File: config.mk
export PLATFORM = sky130hd
export DESIGN_NAME = qvu_ctrl
export DESIGN_NICKNAME = d
export VERILOG_FILES = /design/src/hw/rtl/qvu_pkg.sv /design/src/hw/rtl/qvu_ctrl.sv
export SDC_FILE = /design/constraint.sdc
export NUM_CORES = 1
export LEC_CHECK = 0
export BUFFER_PORTS_ARGS = -buffer_cell sky130_fd_sc_hd__buf_4
export CELL_PAD_IN_SITES_DETAIL_PLACEMENT = 0
export CELL_PAD_IN_SITES_GLOBAL_PLACEMENT = 1
export CORE_MARGIN = 4
export CORE_UTILIZATION = 37
export DETAILED_ROUTE_END_ITERATION = 10
export PLACE_DENSITY_LB_ADDON = 0.1
export SLEW_MARGIN = 40
export SYNTH_ARGS = -nofsm -noshare
export SYNTH_HDL_FRONTEND = slang
export SYNTH_SLANG_ARGS = --single-unit
File: constraint.sdc
create_clock -name i_clk -period 3.6 [get_ports i_clk]
set_input_delay 0.72 -clock i_clk [delete_from_list [all_inputs] [get_ports i_clk]]
set_output_delay 0.72 -clock i_clk [all_outputs]
set_load 0.01 [all_outputs]
File: src/hw/rtl/qvu_pkg.sv
// ----------------------------------------------------------------------------
// qvu_pkg
// Shared types, widths and helpers for the tabular Q value update engine.
// ----------------------------------------------------------------------------
package qvu_pkg;

    localparam int NUM_STATES_DEF  = 1024;
    localparam int NUM_ACTIONS_DEF = 8;

    localparam int Q_W      = 32;
    localparam int STATE_W  = 10;
    localparam int ACTION_W = 3;
    localparam int REWARD_W = 16;
    localparam int RATE_W   = 16;
    localparam int FRAC_W   = 16;

    localparam int CUR_LSB = 0;
    localparam int ACT_LSB = CUR_LSB + STATE_W;
    localparam int NXT_LSB = ACT_LSB + ACTION_W;
    localparam int RWD_LSB = NXT_LSB + STATE_W;

    localparam int S_TDATA_W = 40;
    localparam int M_TDATA_W = Q_W;
    localparam int APB_AW    = 3;
    localparam int APB_DW    = 32;

    localparam logic [RATE_W-1:0] RATE_RESET = 16'd58982;
    localparam logic [RATE_W:0]   ONE_FIX    = 17'h10000;
    localparam logic [Q_W-1:0]    Q_MAX      = 32'h7FFF_FFFF;
    localparam logic [Q_W-1:0]    Q_MIN      = 32'h8000_0000;

    typedef enum logic {
        OP_UPDATE = 1'b0,
        OP_READ   = 1'b1
    } t_opcode;

    typedef enum logic {
        REG_LEARN_RATE = 1'b0,
        REG_DISCOUNT   = 1'b1
    } t_reg_idx;

    typedef enum logic [2:0] {
        ST_CLEAR,
        ST_IDLE,
        ST_RD,
        ST_MUL1,
        ST_MUL2,
        ST_WB
    } t_state;

    typedef struct packed {
        logic ld_rd;
        logic ld_mul1;
        logic ld_mul2;
    } t_dp_ctl;

    // Reduce a narrow index modulo n by restoring subtraction of shifted n.
    function automatic logic [STATE_W-1:0] idx_reduce(
        input logic [STATE_W-1:0] v,
        input logic [16:0]        n
    );
        logic [STATE_W+16:0] r;
        logic [STATE_W+16:0] m;
        int                  k;
        r = {17'b0, v};
        for (k = STATE_W - 1; k >= 0; k--) begin
            m = {{STATE_W{1'b0}}, n} << k;
            if (r >= m) begin
                r = r - m;
            end
        end
        return r[STATE_W-1:0];
    endfunction

endpackage

File: src/hw/rtl/qvu_ctrl.sv
// ----------------------------------------------------------------------------
// qvu_ctrl
// Sequencer: clearing pass after reset, then one item through read, two
// multiply steps (update items only) and write back.
// ----------------------------------------------------------------------------
module qvu_ctrl
    import qvu_pkg::*;
#(
    parameter int NUM_STATES = NUM_STATES_DEF,
    parameter int AW         = $clog2(NUM_STATES_DEF)
) (
    input  logic          i_clk,
    input  logic          i_rst_n,
    input  logic          i_in_valid,
    input  t_opcode       i_op,
    input  logic          i_out_free,
    output logic          o_in_ready,
    output t_dp_ctl       o_dp_ctl,
    output logic          o_wb_fire,
    output logic          o_mem_we,
    output logic          o_clearing,
    output logic [AW-1:0] o_clr_addr
);

    t_state        r_state;
    t_state        n_state;
    logic [AW-1:0] r_clr_addr;
    logic          w_clr_last;

    assign w_clr_last = (r_clr_addr == AW'(NUM_STATES - 1));

    always_ff @(posedge i_clk) begin
        if (!i_rst_n) begin
            r_state    <= ST_CLEAR;
            r_clr_addr <= '0;
        end else begin
            r_state <= n_state;
            if (r_state == ST_CLEAR) begin
                r_clr_addr <= r_clr_addr + AW'(1);
            end
        end
    end

    always_comb begin
        n_state = r_state;
        unique case (r_state)
            ST_CLEAR: begin
                if (w_clr_last) begin
                    n_state = ST_IDLE;
                end
            end
            ST_IDLE: begin
                if (i_in_valid) begin
                    n_state = ST_RD;
                end
            end
            ST_RD: begin
                n_state = (i_op == OP_READ) ? ST_WB : ST_MUL1;
            end
            ST_MUL1: begin
                n_state = ST_MUL2;
            end
            ST_MUL2: begin
                n_state = ST_WB;
            end
            ST_WB: begin
                if (i_out_free) begin
                    n_state = ST_IDLE;
                end
            end
            default: begin
                n_state = ST_CLEAR;
            end
        endcase
    end

    always_comb begin
        o_in_ready = 1'b0;
        o_dp_ctl   = '0;
        o_wb_fire  = 1'b0;
        o_mem_we   = 1'b0;
        o_clearing = 1'b0;
        unique case (r_state)
            ST_CLEAR: begin
                o_clearing = 1'b1;
                o_mem_we   = 1'b1;
            end
            ST_IDLE: begin
                o_in_ready = 1'b1;
            end
            ST_RD: begin
                o_dp_ctl.ld_rd = 1'b1;
            end
            ST_MUL1: begin
                o_dp_ctl.ld_mul1 = 1'b1;
            end
            ST_MUL2: begin
                o_dp_ctl.ld_mul2 = 1'b1;
            end
            ST_WB: begin
                o_wb_fire = i_out_free;
                o_mem_we  = i_out_free && (i_op == OP_UPDATE);
            end
            default: begin
                o_in_ready = 1'b0;
            end
        endcase
    end

    assign o_clr_addr = r_clr_addr;

endmodule
* Yosys cells after proc, flatten, opt, wreduce, memory -nomap -nowiden
Cells that the tools add are included.
** Storage, ports and cells
- Input bits :: 5
- Bits in registers :: 13
** Cells by class
- Bitwise logic cells :: 1
- Reductions and logical operators :: 3
- Add/subtract/negate cells :: 1
- Muxes and demuxes :: 12
- Eq/ne operators :: 9
** Operators with widths (count)
- $pmux W3 S6 :: 1
- $mux W3 :: 4
- $add A10 B1 Y10 const B :: 1
- $eq A10 B10 Y1 const B :: 1
- $eq A3 B2 Y1 const B :: 2
- $eq A3 B3 Y1 const B :: 2
- $mux W1 :: 6
- $ne A2 B2 Y1 const B :: 3
- $eq A3 B1 Y1 const B :: 1
- $logic_not A3 Y1 :: 1
- $reduce_and A3 Y1 :: 1
- $pmux W1 S2 :: 1
- $logic_and A1 B1 Y1 :: 1
- $not A1 Y1 :: 1

* Depth between registers and ports, before layout
- Depth after elaboration :: 3
- Mapped depth :: 6
- Depth with buffers taken out :: 4

* Least setup slack after synthesis
OpenSTA, ideal clock, no wires.
- Kind :: input port to output port
- Start point :: input i_out_free
- End point :: output o_mem_we
- Path slack :: 1.790 ns
- Arrival time :: 1.090 ns
- Stages on the path :: 2
- Path through :: nand3_1 > o21ai_0
** On the way
- Longest elaborated chain between the ends :: 2
** Ends and longest elaborated chain
- start, declared :: RTL line qvu_ctrl.sv:16 : input logic i_out_free,
- $logic_and A1 B1 Y1 :: RTL line qvu_ctrl.sv:102 : o_mem_we = i_out_free && (i_op == OP_UPDATE);
- $pmux W1 S2 :: RTL line qvu_ctrl.sv:83 : unique case (r_state)
- end, declared :: RTL line qvu_ctrl.sv:20 : output logic o_mem_we,
No other way between the ends.

* Worst setup path in the final report
- Start point :: register r_state[1]
- End point :: output o_clearing
** On the way
- Longest elaborated chain between the ends :: 2
** Ends and longest elaborated chain
- start, declared :: RTL line qvu_ctrl.sv:25 : t_state r_state;
- start signal, assigned :: RTL line qvu_ctrl.sv:37 : r_state <= n_state;
- $logic_not A3 Y1 :: RTL line qvu_ctrl.sv:83
- $mux W1 :: RTL line qvu_ctrl.sv:83
- end, declared :: RTL line qvu_ctrl.sv:21 : output logic o_clearing,
No other way between the ends.

==> results.ini <==
[run_status]
status=complete, no violations

[setup_path]
cp-start-kind=flip-flop
crit_path_end_kind=output port
path_class=reg -> out
crit_arrival_ns=1.41
cp.required_ns=2.88
worstPathMaxFanout=10
rrSetupSlack_ns=1.85

[logic_synthesis]
syn_area_per_cell_um2=8.377
syn_nets=88
ys_ff_latch=13
synth-simple-area-share=0.3279
async_reset_ff_frac=0
ys_types=32
netlist_area_um2=686.9
synth-seq-area-share=0.3789
synth_compound_area_frac=0.1184
synth_flop_cell=dfxtp_1
yosys_warnings=0
synth_cells=82
synthAdderAreaFrac=0.01821
synth-xor-area-share=0.02550
synth_mux_area_frac=0.04372
synth_edf_count=0
synth_top_family_by_area=simple AND/OR/NAND/NOR gates

[clock_tree]
post_cts_resized=0
clockBufferDepth=2
hold_buffers=0
cts_setup_buffers=0
cts_tree=built
root_buffer=clkbuf_4
worstSkewPairLatency_ns=0.28
cts_buffers=3
h-tree-depth=1
path_clk_slew_ns=0.09
clock_sinks=13

[timing]
relSlewSlack=0.7585
setup_viol=0
timing.fmax_mhz=469.2
period_share=0.5920
period_needed_ns=2.131
rsz0062_at_grt=false
hold_viol=0
setup_tns_ns=0
final.setup.worst_slack_ns=1.469
hold_ws_ns=0.4894
worstMarginPinSlew_ns=0.3590
skew_ns=0.01125
final_max_slew_viol_count=0

[hold_path]
worst_hold_path_type=reg -> reg

[drt]
ant_nets=0
vias=632
wl_per_cell_um=10.92
via_per_inst=4.976
dr.pass1.iters=4
drc_errors=0
finalWirelength_mm=1.387
drtIter0Drc=8

[global_route]
grt_pass1_vias=566
grt_usage=0.1227
grt_max_degree=13
grt_pass1_wl_mm=2.387
overflow=0
antenna_found_initial=0

[place]
placed_cells=123
dp_hpwl_mm=1.042
dp_slack_ns=1.687
io_buffer_count=21
gp_congestion=0.7449

[layout]
fill_cells=179
final_core_util=0.4961
final_nets=109
stdcell_count=127
antenna_cells=0
drive_above_1_share=0.2843
area_growth_pct=26.05

[floorplanning]
start_util=0.3935
num_rows=15
fp.dieArea_um2=2610
pin_count=22
die_h_um=51.09
core-area_um2=1745
die_x_um=51.09

[flow_run]
maxCapViolCount=0

[pwr]
leakage_nw=0.3454
p_per_area_nw_per_um2=304.0
peakVddDrop_uv=202.9

-- report_power, final --
| part | switching (W) | total, W | internal (W) |
|---|---|---|---|
| sequential | 0.00000310 | 0.000150 | 0.000147 |
| clock | 0.0000506 | 0.0000918 | 0.0000412 |
| combinational | 0.0000111 | 0.0000217 | 0.0000107 |
| total | 0.0000648 | 0.000263 | 0.000198 |
-- critical path: stages (launching register included) --
cell     delay [ns]
dfxtp_1        0.38
or3_4          0.46
inv_1          0.15
buf_4          0.14
-- cell usage after synthesis, drive strengths merged (3+ instances only) --
library cell | number | area, µm²
o21ai | 3 | 15.01
buf | 3 | 30.03
o31ai | 3 | 22.52
inv | 5 | 18.77
or3 | 3 | 23.77
nand2 | 10 | 37.54
nor2 | 3 | 11.26
nor4 | 3 | 18.77
mux2i | 3 | 30.03
dfxtp | 13 | 260.3
a21oi | 6 | 30.03
-- state kept, by name, summed over array words and instances (netlist names) --
register and cells:
o_clr_addr 10, r_state 3
-- cells in the final DEF, fill, tap and decap left out, types with 2 or more instances in the layout --
cell type	count
clkbuf_4	3
o21ai_0	3
xnor2_1	2
nand3_1	2
or3_1	2
nor4_1	3
or4_1	2
nand2b_1	2
o31ai_1	3
nor2_1	3
mux2i_1	3
a21oi_1	6
inv_1	5
nor3b_1	2
nand4_1	2
dfxtp_1	13
buf_4	21
nand2_1	10
nor2b_1	2
-- final cells by class --
type	instances	area [µm²]	share of cell area
Clock buffer	3	22.52	0.02601
Timing Repair Buffer	21	157.7	0.1821
Tap cell	25	31.28	0.03613
Inverter	6	22.52	0.02601
Clock inverter	1	5.005	0.005780
Multi-Input combinational cell	58	366.6	0.4234
Sequential cell	13	260.3	0.3006
-- final timing paths --
kind / from / end / cells past startpoint
worst max-delay path: r_state[1] / o_clearing / 3
worst min register to register: o_clr_addr[9] / o_clr_addr[9] / 2
worst max register to register: o_clr_addr[0] / o_clr_addr[8] / 4
worst min-delay path: o_clr_addr[9] / o_clr_addr[9] / 2
-- kinds of logic (layout without fill, tap and decap cells) --
kind of cell / after synthesis / count (layout)
AO/OA/AOI/OAI: 14 / 14
XOR/XNOR: 2 / 2
flip-flops: 13 / 13
buffers and inverters: 11 / 31
adder cells (fa/ha/maj): 1 / 1
multiplexers: 3 / 3
AND/OR/NAND/NOR: 38 / 38
-- per-stage QoR --
stage          power [W]  area, µm²
6_report       0.0002632      865.8
3_5_place_dp   0.0001750      838.3
5_1_grt        0.0002814      865.8
4_1_cts        0.0002670      865.8
3_3_place_gp   0.0001750      838.3
2_1_floorplan  0.0001640      686.9
-- metal layers --
layer | vias to the layer above | share of wire | global-route usage
li1 | 330 | - | -
met1 | 287 | 0.50 | 0.1667
met2 | 13 | 0.44 | 0.1717
met3 | 2 | 0.053 | 0.03499
met4 | 0 | 0.010 | 0.06726
met5 | - | 0 | 0
(Power assumes the default switching activity.)
