`src/hw/rtl/qvu_pkg.sv`:
```
// ----------------------------------------------------------------------------
// qvu_pkg
// Shared types, widths and helpers for the tabular Q value update engine.
// ----------------------------------------------------------------------------
package qvu_pkg;

    localparam int NUM_STATES_DEF  = 1024;
    localparam int NUM_ACTIONS_DEF = 8;

    localparam int Q_W      = 32;
    localparam int STATE_W  = 10;
    localparam int ACTION_W = 3;
    localparam int REWARD_W = 16;
    localparam int RATE_W   = 16;
    localparam int FRAC_W   = 16;

    localparam int CUR_LSB = 0;
    localparam int ACT_LSB = CUR_LSB + STATE_W;
    localparam int NXT_LSB = ACT_LSB + ACTION_W;
    localparam int RWD_LSB = NXT_LSB + STATE_W;

    localparam int S_TDATA_W = 40;
    localparam int M_TDATA_W = Q_W;
    localparam int APB_AW    = 3;
    localparam int APB_DW    = 32;

    localparam logic [RATE_W-1:0] RATE_RESET = 16'd58982;
    localparam logic [RATE_W:0]   ONE_FIX    = 17'h10000;
    localparam logic [Q_W-1:0]    Q_MAX      = 32'h7FFF_FFFF;
    localparam logic [Q_W-1:0]    Q_MIN      = 32'h8000_0000;

    typedef enum logic {
        OP_UPDATE = 1'b0,
        OP_READ   = 1'b1
    } t_opcode;

    typedef enum logic {
        REG_LEARN_RATE = 1'b0,
        REG_DISCOUNT   = 1'b1
    } t_reg_idx;

    typedef enum logic [2:0] {
        ST_CLEAR,
        ST_IDLE,
        ST_RD,
        ST_MUL1,
        ST_MUL2,
        ST_WB
    } t_state;

    typedef struct packed {
        logic ld_rd;
        logic ld_mul1;
        logic ld_mul2;
    } t_dp_ctl;

    // Reduce a narrow index modulo n by restoring subtraction of shifted n.
    function automatic logic [STATE_W-1:0] idx_reduce(
        input logic [STATE_W-1:0] v,
        input logic [16:0]        n
    );
        logic [STATE_W+16:0] r;
        logic [STATE_W+16:0] m;
        int                  k;
        r = {17'b0, v};
        for (k = STATE_W - 1; k >= 0; k--) begin
            m = {{STATE_W{1'b0}}, n} << k;
            if (r >= m) begin
                r = r - m;
            end
        end
        return r[STATE_W-1:0];
    endfunction

endpackage

```
`src/hw/rtl/qvu_dp.sv`:
```
// ----------------------------------------------------------------------------
// qvu_dp
// Update datapath: row maximum, the two multiply stages and the saturating sum.
// ----------------------------------------------------------------------------
module qvu_dp
    import qvu_pkg::*;
#(
    parameter int NUM_ACTIONS = NUM_ACTIONS_DEF,
    parameter int ACW         = $clog2(NUM_ACTIONS_DEF)
) (
    input  logic                                i_clk,
    input  t_dp_ctl                             i_ctl,
    input  t_opcode                             i_op,
    input  logic [ACW-1:0]                      i_act,
    input  logic [REWARD_W-1:0]                 i_reward,
    input  logic [RATE_W-1:0]                   i_learn_rate,
    input  logic [RATE_W-1:0]                   i_discount,
    input  logic [NUM_ACTIONS-1:0][Q_W-1:0]     i_row_cur,
    input  logic [NUM_ACTIONS-1:0][Q_W-1:0]     i_row_nxt,
    output logic [Q_W-1:0]                      o_result,
    output logic [NUM_ACTIONS-1:0][Q_W-1:0]     o_row_new
);

    localparam int NA_P2 = 1 << ACW;

    logic signed [Q_W-1:0]            w_tree [1:2*NA_P2-1];
    logic signed [Q_W-1:0]            r_old;
    logic signed [Q_W-1:0]            r_max;
    logic [RATE_W:0]                  w_keep_w;
    logic signed [Q_W+RATE_W+1:0]     w_p_keep;
    logic signed [Q_W+RATE_W:0]       w_p_fut;
    logic [Q_W-1:0]                   w_fut;
    logic [Q_W:0]                     w_target;
    logic signed [Q_W:0]              r_keep;
    logic signed [Q_W:0]              r_target;
    logic signed [Q_W+RATE_W+1:0]     w_p_gain;
    logic signed [Q_W+1:0]            r_gain;
    logic [Q_W+2:0]                   w_sum;
    logic [Q_W-1:0]                   w_sat;

    always_comb begin
        for (int i = 0; i < NA_P2; i++) begin
            if (i < NUM_ACTIONS) begin
                w_tree[NA_P2+i] = i_row_nxt[ACW'(i)];
            end else begin
                w_tree[NA_P2+i] = Q_MIN;
            end
        end
        for (int i = NA_P2 - 1; i >= 1; i--) begin
            w_tree[i] = (w_tree[2*i] > w_tree[2*i+1]) ? w_tree[2*i] : w_tree[2*i+1];
        end
    end

    always_ff @(posedge i_clk) begin
        if (i_ctl.ld_rd) begin
            r_old <= i_row_cur[i_act];
            r_max <= w_tree[1];
        end
    end

    assign w_keep_w = ONE_FIX - {1'b0, i_learn_rate};
    assign w_p_keep = r_old * signed'({1'b0, w_keep_w});
    assign w_p_fut  = r_max * signed'({1'b0, i_discount});
    assign w_fut    = w_p_fut[Q_W+FRAC_W-1:FRAC_W];
    assign w_target = {i_reward[REWARD_W-1], i_reward, {FRAC_W{1'b0}}}
                    + {w_fut[Q_W-1], w_fut};

    always_ff @(posedge i_clk) begin
        if (i_ctl.ld_mul1) begin
            r_keep   <= w_p_keep[Q_W+RATE_W:FRAC_W];
            r_target <= w_target;
        end
    end

    assign w_p_gain = r_target * signed'({1'b0, i_learn_rate});

    always_ff @(posedge i_clk) begin
        if (i_ctl.ld_mul2) begin
            r_gain <= w_p_gain[Q_W+RATE_W+1:FRAC_W];
        end
    end

    assign w_sum = {{2{r_keep[Q_W]}}, r_keep} + {r_gain[Q_W+1], r_gain};

    always_comb begin
        if (!w_sum[Q_W+2] && (|w_sum[Q_W+1:Q_W-1])) begin
            w_sat = Q_MAX;
        end else if (w_sum[Q_W+2] && !(&w_sum[Q_W+1:Q_W-1])) begin
            w_sat = Q_MIN;
        end else begin
            w_sat = w_sum[Q_W-1:0];
        end
    end

    assign o_result = (i_op == OP_READ) ? r_old : w_sat;

    always_comb begin
        o_row_new        = i_row_cur;
        o_row_new[i_act] = o_result;
    end

endmodule

```
`config.mk`:
```
export PLATFORM = sky130hd
export DESIGN_NAME = qvu_dp
export DESIGN_NICKNAME = d
export VERILOG_FILES = /design/src/hw/rtl/qvu_pkg.sv /design/src/hw/rtl/qvu_dp.sv
export SDC_FILE = /design/constraint.sdc
export NUM_CORES = 1
export LEC_CHECK = 0
export BUFFER_PORTS_ARGS = -buffer_cell sky130_fd_sc_hd__clkbuf_2
export CORE_AREA = 2 2 330 332
export DETAILED_ROUTE_END_ITERATION = 16
export DIE_AREA = 0 0 332 334
export SYNTH_ARGS = -nofsm -noshare
export SYNTH_HDL_FRONTEND = slang
export SYNTH_SLANG_ARGS = --single-unit
```
`constraint.sdc`:
```
create_clock -name i_clk -period 2 [get_ports i_clk]
set_input_delay 0 -clock i_clk [delete_from_list [all_inputs] [get_ports i_clk]]
set_output_delay 0 -clock i_clk [all_outputs]
set_load 0.02 [all_outputs]
```
Word level (Yosys, flattened, before mapping) --
Cells that the tools add are included.
Operators by class: reduce and logical (&&, ||, !) cells 1, order comparisons 2, mux-type cells 6
Operators by type and width (number):
- 256-bit bitwise mux | 1
- 32-bit binary-select mux with 3-bit select | 1
- 32-bit demux with 3-bit select | 1
- 32-bit 2-to-1 mux | 3
- 3-bit by 4-bit < comparator with 1-bit output, second input constant | 1
- 3-bit by 1-bit >= comparator with 1-bit output, second input constant | 1
- 1-bit logical AND | 1
Word-level totals: register bits after elaboration 32, bits of input ports 568, output and inout port bits 288

Depth between registers and ports, before layout --
depth in word-level cells 5, depth in mapped cells 5, depth with buffers taken out 2

Worst setup path before layout --
OpenSTA, ideal clock, no wires.
path type input port to flip-flop, start point input port i_act[0], end point register r_old[11] (data pin), required time 1.740 ns, setup time 0.260 ns, stages on the path 4, arrival time 1.076 ns, slack 0.664 ns, path through buf_6 > buf_6 > mux4_1 > mux2_2
Between the ends: cells in the longest elaborated chain, start to end 2
RTL lines:
- start: declaration | line qvu_dp.sv:14 | input logic [ACW-1:0] i_act,
- 32-bit binary-select mux with 3-bit select | line qvu_dp.sv:56 | r_old <= i_row_cur[i_act];
- 32-bit 2-to-1 mux (implied by the code) | line qvu_dp.sv:56
- end signal: assignment | line qvu_dp.sv:56
- end: declaration | line qvu_dp.sv:27 | logic signed [Q_W-1:0] r_old;
Every way passes these cells. The select of a mux whose other input is x is not followed. A chain may end at the register's enable or synchronous reset.

==> flow_metrics.tcl <==
set metrics [dict create \
    synth_warnings 0 \
    cts_inserted_buffers 5 \
    portBuffers 548 \
    cts_hold_buffers 0 \
    drive_above_1_share_pct 91.7 \
    required_ns 2.00 \
    synth_area_leaders "mux2_2 (49%), edfxtp_1 (16%), mux4_2 (14%)" \
    wl_met2_um 28600 \
    die_w_um 332 \
    core_um2 108000 \
    dieArea_um2 111000 \
    max_freq_ghz 0.580 \
    cts_max_level 2 \
    synth_top_area_share_pct 49.2 \
    final_cells 2409 \
    hpwl_um 52000 \
    cts_sinks 32 \
    setup_violations 0 \
    topRoutingLayerUsed "met5" \
    power_density_nw_per_um2 456 \
    via_per_inst 2.94 \
    drt-met1-wl_um 24200 \
    dp_cells 2386 \
    die_h_um 334 \
    largest-register "r_old" \
    final_nets 1547 \
    worstMarginPinSlew_ns 0.563 \
    crit_end "o_row_new[62]" \
    rows 121 \
    peakVddDrop_mv 0.261 \
    slew-limit-headroom_pct 62.4 \
    overflow 0 \
    power.total_w 0.00504 \
    grt_max_degree 33 \
    wire_per_inst_um 24.8 \
    rsz0062_at_grt "false" \
    root_buffer "clkbuf_16" \
    start_util_pct 5.71 \
    dr.pass1.iters 4 \
    met3_length_um 4510 \
    io_pins 856 \
    worst-path-max-fanout 23 \
    ctsLongestPathBuffers 2 \
    synth.distinct_cells 16 \
    place_ws_ns 0.0562 \
    areaGrowthSynthToFinish_pct 79.5 \
    synth_nets 1004 \
    endpoint_kind "output pin" \
    grt_use_total_pct 10.4 \
    reg.largest.list "r_old x32" \
    cts_resized 0 \
    postSynthAreaPerCell_um2 14.1 \
    antenna_found_initial 27 \
    startpoint "i_act[0]" \
    cts_tree "built" \
    vias 7087 \
    drc 0 \
    wl_um 59800 \
    fin_crit_ns 1.72 \
    start_kind "input pin" \
    largest_reg_flops 32 \
    arrival_ns 1.72 \
    min_period_over_period_pct 86.2 \
    hp-class "input pin to register" \
    timing_worst_setup_path_type "input pin to output pin" \
    postRouteAntennaNets 0 \
    layout_setup_ws_ns 0.276 \
    dr.first_iter.drc_count 273 \
    grt_pass1_vias 7272 \
    synth-seq-cells 32 \
    grt_pass1_wl_um 74500 \
    cts_setup_buffers 0 \
    synth_cells 436 \
    gp_congestion 0.883 \
    synth_area_leader_cell "mux2_2" \
    clk_pin_slew_ns 0.08 \
    syn_area_um2 6160 \
    drv_cap 0 \
    finalHoldViolations 0 \
    p_leak_nw 4.58 \
    status "finished, final reports clean" \
    final_max_slew_viol_count 0 \
    fin_setup_tns_ns 0 \
    synth_seq_area_share_pct 15.6 \
]
cell usage after synthesis (all sizes together):
cell type and n:
buf 40, clkbuf 4, edfxtp 32, mux2 288, mux4 64, nand3 1
nand3b 3, nor3 1, nor3b 3
layout make-up:
class	count	area, um^2
Fill cell	12500	96700
Multi-Input combinational cell	360	4900
Timing Repair Buffer	580	3240
Tap cell	1414	1770
Sequential cell	32	961
Clock buffer	7	133
Antenna cell	15	37.5
Clock inverter	1	3.75
power breakdown:
part / total [W] / internal [W] / switching, W
Clock: 0.000975 / 0.000466 / 0.000509
Combinational: 0.00301 / 0.00120 / 0.00181
Sequential: 0.00106 / 0.000846 / 0.000209
Total: 0.00504 / 0.00252 / 0.00252
cells by family (layout without fill, tap and decap cells):
| logic type | after synthesis | after routing | synth area share [%] |
|---|---|---|---|
| buffers and inverters | 44 | 588 | 5.14 |
| flip-flops | 32 | 32 | 15.6 |
| multiplexers | 352 | 352 | 77.6 |
| other | 0 | 15 | 0 |
| AND/OR/NAND/NOR | 8 | 8 | 1.63 |
layer usage:
layer / vias to the layer above / GRT usage [%]
met3: 111 / 3.03
met5: - / 0
met1: 3467 / 12.0
met2: 556 / 17.7
met4: 12 / 4.27
li1: 2941 / -
critical path: stages:
cell	delay (ns)
buf_6	0.40
nor3b_4	0.39
buf_12	0.24
mux2_2	0.37
clkbuf_2	0.24
layout by cell type, fill, tap and decap left out:
cell type and n:
clkbuf_2 539, mux2_2 269, mux4_2 39, edfxtp_1 32, mux4_1 25, buf_4 20
mux2_1 19, buf_12 19, diode_2 15, clkbuf_16 5, nor3b_4 3, nand3b_1 2
clkbuf_1 2, nand3_4 1, nand3b_4 1, nor3_4 1, clkinv_1 1, buf_6 1
buf_2 1
how the worst min path moves through the flow:
stage / startpoint / to / slack, ns / cells past startpoint
floorplan: i_ctl[2] / r_old[0] / 0.11 / 0
global placement: i_row_cur[31] / o_row_new[31] / 0.35 / 3
detailed placement: i_row_cur[205] / o_row_new[205] / 0.35 / 3
CTS: i_row_cur[174] / r_old[14] / 0.14 / 3
global route: i_row_cur[169] / r_old[9] / 0.16 / 3
finish: i_row_cur[231] / r_old[7] / 0.18 / 3
stage by stage:
stage,cell area (um^2),util [%],hold WS (ns)
floorplan,6160,-,0.112
global placement,10900,10.1,0.352
detailed placement,10900,10.1,0.352
CTS,11000,10.2,0.137
global route,11000,10.3,0.161
finish,11100,10.3,0.181
No activity file was read; power rests on OpenSTA's default activity.
